`config.mk`:
```
export PLATFORM = sky130hd
export DESIGN_NAME = nscs_fifo
export DESIGN_NICKNAME = d
export VERILOG_FILES = /design/src/hdl/nscs_pkg.sv /design/src/hdl/nscs_fifo.sv
export SDC_FILE = /design/constraint.sdc
export NUM_CORES = 1
export LEC_CHECK = 0
export BUFFER_PORTS_ARGS = -buffer_cell sky130_fd_sc_hd__buf_2
export CAP_MARGIN = 20
export CORE_ASPECT_RATIO = 1.5
export CORE_UTILIZATION = 60
export DETAILED_ROUTE_END_ITERATION = 16
export PLACE_DENSITY = 0.85
export SYNTH_ARGS = -nofsm -noshare
export SYNTH_HDL_FRONTEND = slang
export SYNTH_SLANG_ARGS = --single-unit
```
`constraint.sdc`:
```
create_clock -name clk -period 6.6 [get_ports clk]
set_clock_uncertainty 0.05 [all_clocks]
set_input_delay 0.99 -clock clk [delete_from_list [all_inputs] [get_ports clk]]
set_output_delay 0.99 -clock clk [all_outputs]
set_load 0.01 [all_outputs]
```
`src/hdl/nscs_pkg.sv`:
```
// ----------------------------------------------------------------------------
// nscs_pkg
// Shared widths, register indexes, reset values, codes and types of the
// network-synced clock scheduler.
// ----------------------------------------------------------------------------
package nscs_pkg;

  // Field widths
  localparam int TPS_W      = 10;
  localparam int ZONE_W     = 5;
  localparam int PORT_W     = 16;
  localparam int SEC_W      = 32;
  localparam int WAIT_W     = 16;
  localparam int ADDR_W     = 32;
  localparam int HOUR_W     = 5;
  localparam int MIN_W      = 6;
  localparam int CFG_IDX_W  = 3;
  localparam int CFG_DATA_W = 32;

  // Configuration register indexes
  localparam logic [CFG_IDX_W-1:0] CFG_TICKS     = 3'd0;
  localparam logic [CFG_IDX_W-1:0] CFG_ZONE      = 3'd1;
  localparam logic [CFG_IDX_W-1:0] CFG_RESYNC    = 3'd2;
  localparam logic [CFG_IDX_W-1:0] CFG_RETRY     = 3'd3;
  localparam logic [CFG_IDX_W-1:0] CFG_SENT_WAIT = 3'd4;
  localparam logic [CFG_IDX_W-1:0] CFG_SERVER    = 3'd5;
  localparam logic [CFG_IDX_W-1:0] CFG_PORT      = 3'd6;

  // Reset values
  localparam logic [TPS_W-1:0]  RST_TICKS     = 10'd1000;
  localparam logic [ZONE_W-1:0] RST_ZONE      = 5'd7;
  localparam logic [SEC_W-1:0]  RST_RESYNC    = 32'd43200;
  localparam logic [WAIT_W-1:0] RST_RETRY     = 16'd2;
  localparam logic [WAIT_W-1:0] RST_SENT_WAIT = 16'd60;
  localparam logic [ADDR_W-1:0] RST_SERVER    = {8'd62, 8'd117, 8'd76, 8'd142};
  localparam logic [PORT_W-1:0] RST_PORT      = 16'd123;

  // Input and result kind codes
  localparam logic KIND_TICK   = 1'b0;
  localparam logic KIND_REPLY  = 1'b1;
  localparam logic RES_REQUEST = 1'b0;
  localparam logic RES_REFRESH = 1'b1;

  // Job queue between front and back
  localparam int QDEPTH = 4;
  localparam int QPTR_W = $clog2(QDEPTH);
  localparam int QCNT_W = $clog2(QDEPTH + 1);

  // Reciprocal constants for division by 60 and by 3
  localparam logic [SEC_W-1:0] SECS_PER_HOUR = 32'd3600;
  localparam logic [SEC_W-1:0] DIV60_MUL     = 32'd2290649224;  // floor(2^37 / 60)
  localparam int               DIV60_SHIFT   = 37;
  localparam logic [SEC_W-1:0] DIV3_MUL      = 32'd1431655765;  // floor(2^32 / 3)
  localparam int               DIV3_SHIFT    = 32;
  localparam logic [6:0]       SIXTY         = 7'd60;
  localparam logic [2:0]       THREE         = 3'd3;

  // Configuration as seen by front and back
  typedef struct packed {
    logic [TPS_W-1:0]  ticks;
    logic [SEC_W-1:0]  zone_secs;
    logic [SEC_W-1:0]  resync;
    logic [WAIT_W-1:0] retry;
    logic [WAIT_W-1:0] sent_wait;
    logic [ADDR_W-1:0] server;
    logic [PORT_W-1:0] port;
  } nscs_cfg_t;

  // One queued job: which results to emit and the local time in seconds
  typedef struct packed {
    logic             req;
    logic             refr;
    logic [SEC_W-1:0] lt;
  } nscs_job_t;

  typedef enum logic [2:0] {
    BK_IDLE,
    BK_REQ,
    BK_MUL,
    BK_COR,
    BK_REF
  } nscs_bk_state_t;

  typedef enum logic [1:0] {
    STEP_SEC,
    STEP_MIN,
    STEP_HOUR
  } nscs_step_t;

  // Zone hours (signed) as seconds, wrapping modulo 2^32
  function automatic logic [SEC_W-1:0] zone_to_secs(input logic [ZONE_W-1:0] z);
    logic [SEC_W-1:0] sext;
    logic [2*SEC_W-1:0] prod;
    sext = {{(SEC_W-ZONE_W){z[ZONE_W-1]}}, z};
    prod = sext * SECS_PER_HOUR;
    return prod[SEC_W-1:0];
  endfunction

endpackage

```
`src/hdl/nscs_fifo.sv`:
```
// ----------------------------------------------------------------------------
// nscs_fifo
// Short job queue between front and back; registers, head read.
// ----------------------------------------------------------------------------
module nscs_fifo import nscs_pkg::*; (
  input  logic      clk,
  input  logic      rst_n,
  input  logic      push,
  input  nscs_job_t push_data,
  output logic      full,
  input  logic      pop,
  output logic      head_valid,
  output nscs_job_t head_data
);

  nscs_job_t         mem_r [QDEPTH];
  logic [QPTR_W-1:0] wr_ptr_r, wr_ptr_nxt;
  logic [QPTR_W-1:0] rd_ptr_r, rd_ptr_nxt;
  logic [QCNT_W-1:0] cnt_r, cnt_nxt;
  logic              do_push;
  logic              do_pop;

  assign full       = (cnt_r == QCNT_W'(QDEPTH));
  assign head_valid = (cnt_r != '0);
  assign head_data  = mem_r[rd_ptr_r];
  assign do_push    = push && !full;
  assign do_pop     = pop && head_valid;

  // Pointer and fill count update
  always_comb begin
    wr_ptr_nxt = wr_ptr_r;
    rd_ptr_nxt = rd_ptr_r;
    cnt_nxt    = cnt_r;
    if (do_push) begin
      wr_ptr_nxt = (wr_ptr_r == QPTR_W'(QDEPTH - 1)) ? '0 : wr_ptr_r + 1'b1;
    end
    if (do_pop) begin
      rd_ptr_nxt = (rd_ptr_r == QPTR_W'(QDEPTH - 1)) ? '0 : rd_ptr_r + 1'b1;
    end
    if (do_push && !do_pop) begin
      cnt_nxt = cnt_r + 1'b1;
    end else if (do_pop && !do_push) begin
      cnt_nxt = cnt_r - 1'b1;
    end
  end

  always_ff @(posedge clk) begin
    if (!rst_n) begin
      wr_ptr_r <= '0;
      rd_ptr_r <= '0;
      cnt_r    <= '0;
    end else begin
      wr_ptr_r <= wr_ptr_nxt;
      rd_ptr_r <= rd_ptr_nxt;
      cnt_r    <= cnt_nxt;
    end
  end

  // Storage, no reset
  always_ff @(posedge clk) begin
    if (do_push) begin
      mem_r[wr_ptr_r] <= push_data;
    end
  end

endmodule

```
==> metrics.cfg <==
[outcome]
status = complete, no violations

[final_layout]
area_delta_synth_final_pct = 17.6
drive_above_1_share_pct = 42.2
ff_latch_area_um2 = 4270
multi_input_area_um2 = 1070
utilization_pct = 72.4
fillCellCount = 513
fin_nets = 357
n_antenna_cell = 0

[synth]
ys_ff_latch = 145
synthTopCellsByArea = edfxtp_1, mux4_2, dfxtp_1
yosysWarningCount = 0
netlist_instances = 229
yosys.area.top_type = edfxtp_1
synth_top_area_share_pct = 75.1
yosysSeqAreaShare_pct = 78.4
synth_area_um2 = 5440
synth_cell_types = 24
synth_nets = 274
syn_area_per_cell_um2 = 23.7

[global_routing]
grt_use_met2_pct = 35.1
met1_usage_pct = 31.1
grt_pass1_vias = 2712
overflow = 0
grt_antenna_before_repair = 0
use_met3_pct = 8.88
grt_usage_pct = 23.6
globalRoute.busiestLayer = met2
grt_pass1_wl_um = 15200
grt_max_degree = 35

[die]
die-area_um2 = 9450
dieWidth_um = 79.7
core_um2 = 8830
io_pins = 74
rows = 42
start_util_pct = 61.6
die-height_um = 119

[clock_tree]
cts_max_path_buffers = 2
clk_latency_ns = 0.41
cts_tree = yes
cts_hold_buf = 0
clk_pin_slew_worst_paths_ns = 0.05
post_cts_buffers = 0
htreeDepth = 4
post_cts_resized = 0
cts_sinks = 145
cts_root_buffer = clkbuf_16
cts_buffers = 17

[worst_setup_path]
worstReg2RegEnd = cnt_r[2]$_SDFFE_PN0P_
crit_slowest_cell = dfxtp_2
endpoint_kind = output port
r2r-start = cnt_r[0]$_SDFFE_PN0P_
worstPathArrival_ns = 2.38
cp-start-kind = register
worst_r2r_path_depth = 7
worstSetupPathType = register to output port
reg2reg_setup_slack_ns = 4.02
crit_chain = buf_4, mux4_1, buf_2
max_stage_delay_ns = 0.72
critical_path_required_ns = 5.56
cp_max_fo = 18

[placed_design]
hpwl_um = 5340
port_buffers = 73
place.gp.congestion = 0.681

[power_and_ir_drop]
power_uw = 2560
ir_drop_mv = 0.258
p_leak_uw = 0.00222
power.density_nw_per_um2 = 401

[sta]
maxSlewHeadroom_pct = 37.6
fmax_mhz = 293
drv_slew = 0
fin_tns_setup_ns = 0
worst_pin_slew_ns = 0.936
rsz0062_at_grt = no
finalHoldViolCount = 0
fin_crit_ns = 3.42
finalCritPeriodShare_pct = 51.8
setup_viol = 0

[route]
drtPass1Iterations = 5
wire_per_inst_um = 22.8
wl_um = 9930
ant_nets = 0
avgViaCountPerCell = 6.04
drc = 0
vias = 2629
first_iter_violations = 233

[worst_hold_path]
min_to = wr_ptr_r[1]$_SDFFE_PN0P_
hold_path_class = register to register
min-delay-start = wr_ptr_r[1]$_SDFFE_PN0P_
hold_depth = 2

[run]
cap_violations = 0

## routing by layer
layer  wire [um]  share of wire, %  vias up
met5           0                 0        -
met4         284               2.9        0
met3         720               7.3       27
met2        5040                51      136
met1        3880                39     1343
li1            -                 -     1123
## placed cells by master, fill, tap and decap left out, drive strengths merged, types with 2 or more instances in the layout
| cell | instances |
|---|---|
| clkbuf | 25 |
| or3 | 2 |
| clkinv | 6 |
| dfxtp | 9 |
| nor2b | 2 |
| inv | 3 |
| nor2 | 2 |
| ha | 6 |
| and2 | 5 |
| edfxtp | 136 |
| o21ai | 3 |
| nand2 | 6 |
| mux2i | 3 |
| mux4 | 34 |
| buf | 74 |
| nand3 | 2 |
## synthesized netlist by cell type (all sizes together)
master	n
a21boi	1
and2	5
buf	8
clkbuf	2
dfxtp	9
edfxtp	136
fa	1
ha	6
inv	3
mux2i	3
mux4	34
nand2	6
nand3	2
nor2	2
nor2b	2
nor3b	1
o21ai	3
o31ai	1
or3	2
xnor2	1
xor2	1
## sequential cells by signal (all words and copies together) (netlist names), named ones only
name	count
wr_ptr_r	2
mem_r	136
cnt_r	3
rd_ptr_r	2
## cell families (layout without fill, tap and decap cells)
logic type	Yosys count	in the layout	share of synthesized area [%]
AO/OA/AOI/OAI	5	5	0.552
adder cells (fa/ha/maj)	7	7	1.75
buffers and inverters	13	109	2.03
XOR/XNOR	2	2	0.322
AND/OR/NAND/NOR	20	20	2.00
multiplexers	37	37	14.9
flip-flops	145	145	78.4
## final cells by class
cell class | instances | share of cell area [%]
Multi-Input combinational cell | 71 | 16.7
Clock inverter | 7 | 0.940
Sequential cell | 145 | 66.8
Timing Repair Buffer | 74 | 5.83
Inverter | 3 | 0.176
Clock buffer | 25 | 7.44
Tap cell | 110 | 2.15
## worst max-delay path by stage
stage / start / endpoint / depth (start not counted)
final: register / head_data[14] / 3
after detailed placement: register / head_data[25] / 3
after global routing: register / head_data[25] / 3
after CTS: register / head_data[14] / 3
after global placement: register / head_data[24] / 3
after floorplan: push / cnt_r[2]$_SDFFE_PN0P_ / 8
## critical path, delay by kind of cell (launching register included)
| kind | cells | cell delay [ns] |
|---|---|---|
| flip-flops | 1 | 0.72 |
| buffers and inverters | 2 | 0.63 |
| multiplexers | 1 | 0.61 |
## power breakdown
part | total [uW] | internal, uW | switching, uW
clock | 861 | 533 | 328
sequential | 1200 | 1130 | 76.5
combinational | 499 | 253 | 246
total | 2560 | 1910 | 650
## through the flow
step,std cells,setup slack [ns],hold WS (ns),cell area (um2)
2_1_floorplan,229,4.04,0.418,5440
3_3_place_gp,403,3.59,0.427,5860
3_5_place_dp,403,3.58,0.471,5860
4_1_cts,435,3.11,0.478,6390
5_1_grt,435,3.00,0.494,6390
6_report,435,3.18,0.471,6390
Power figures use the tool's default switching activity.
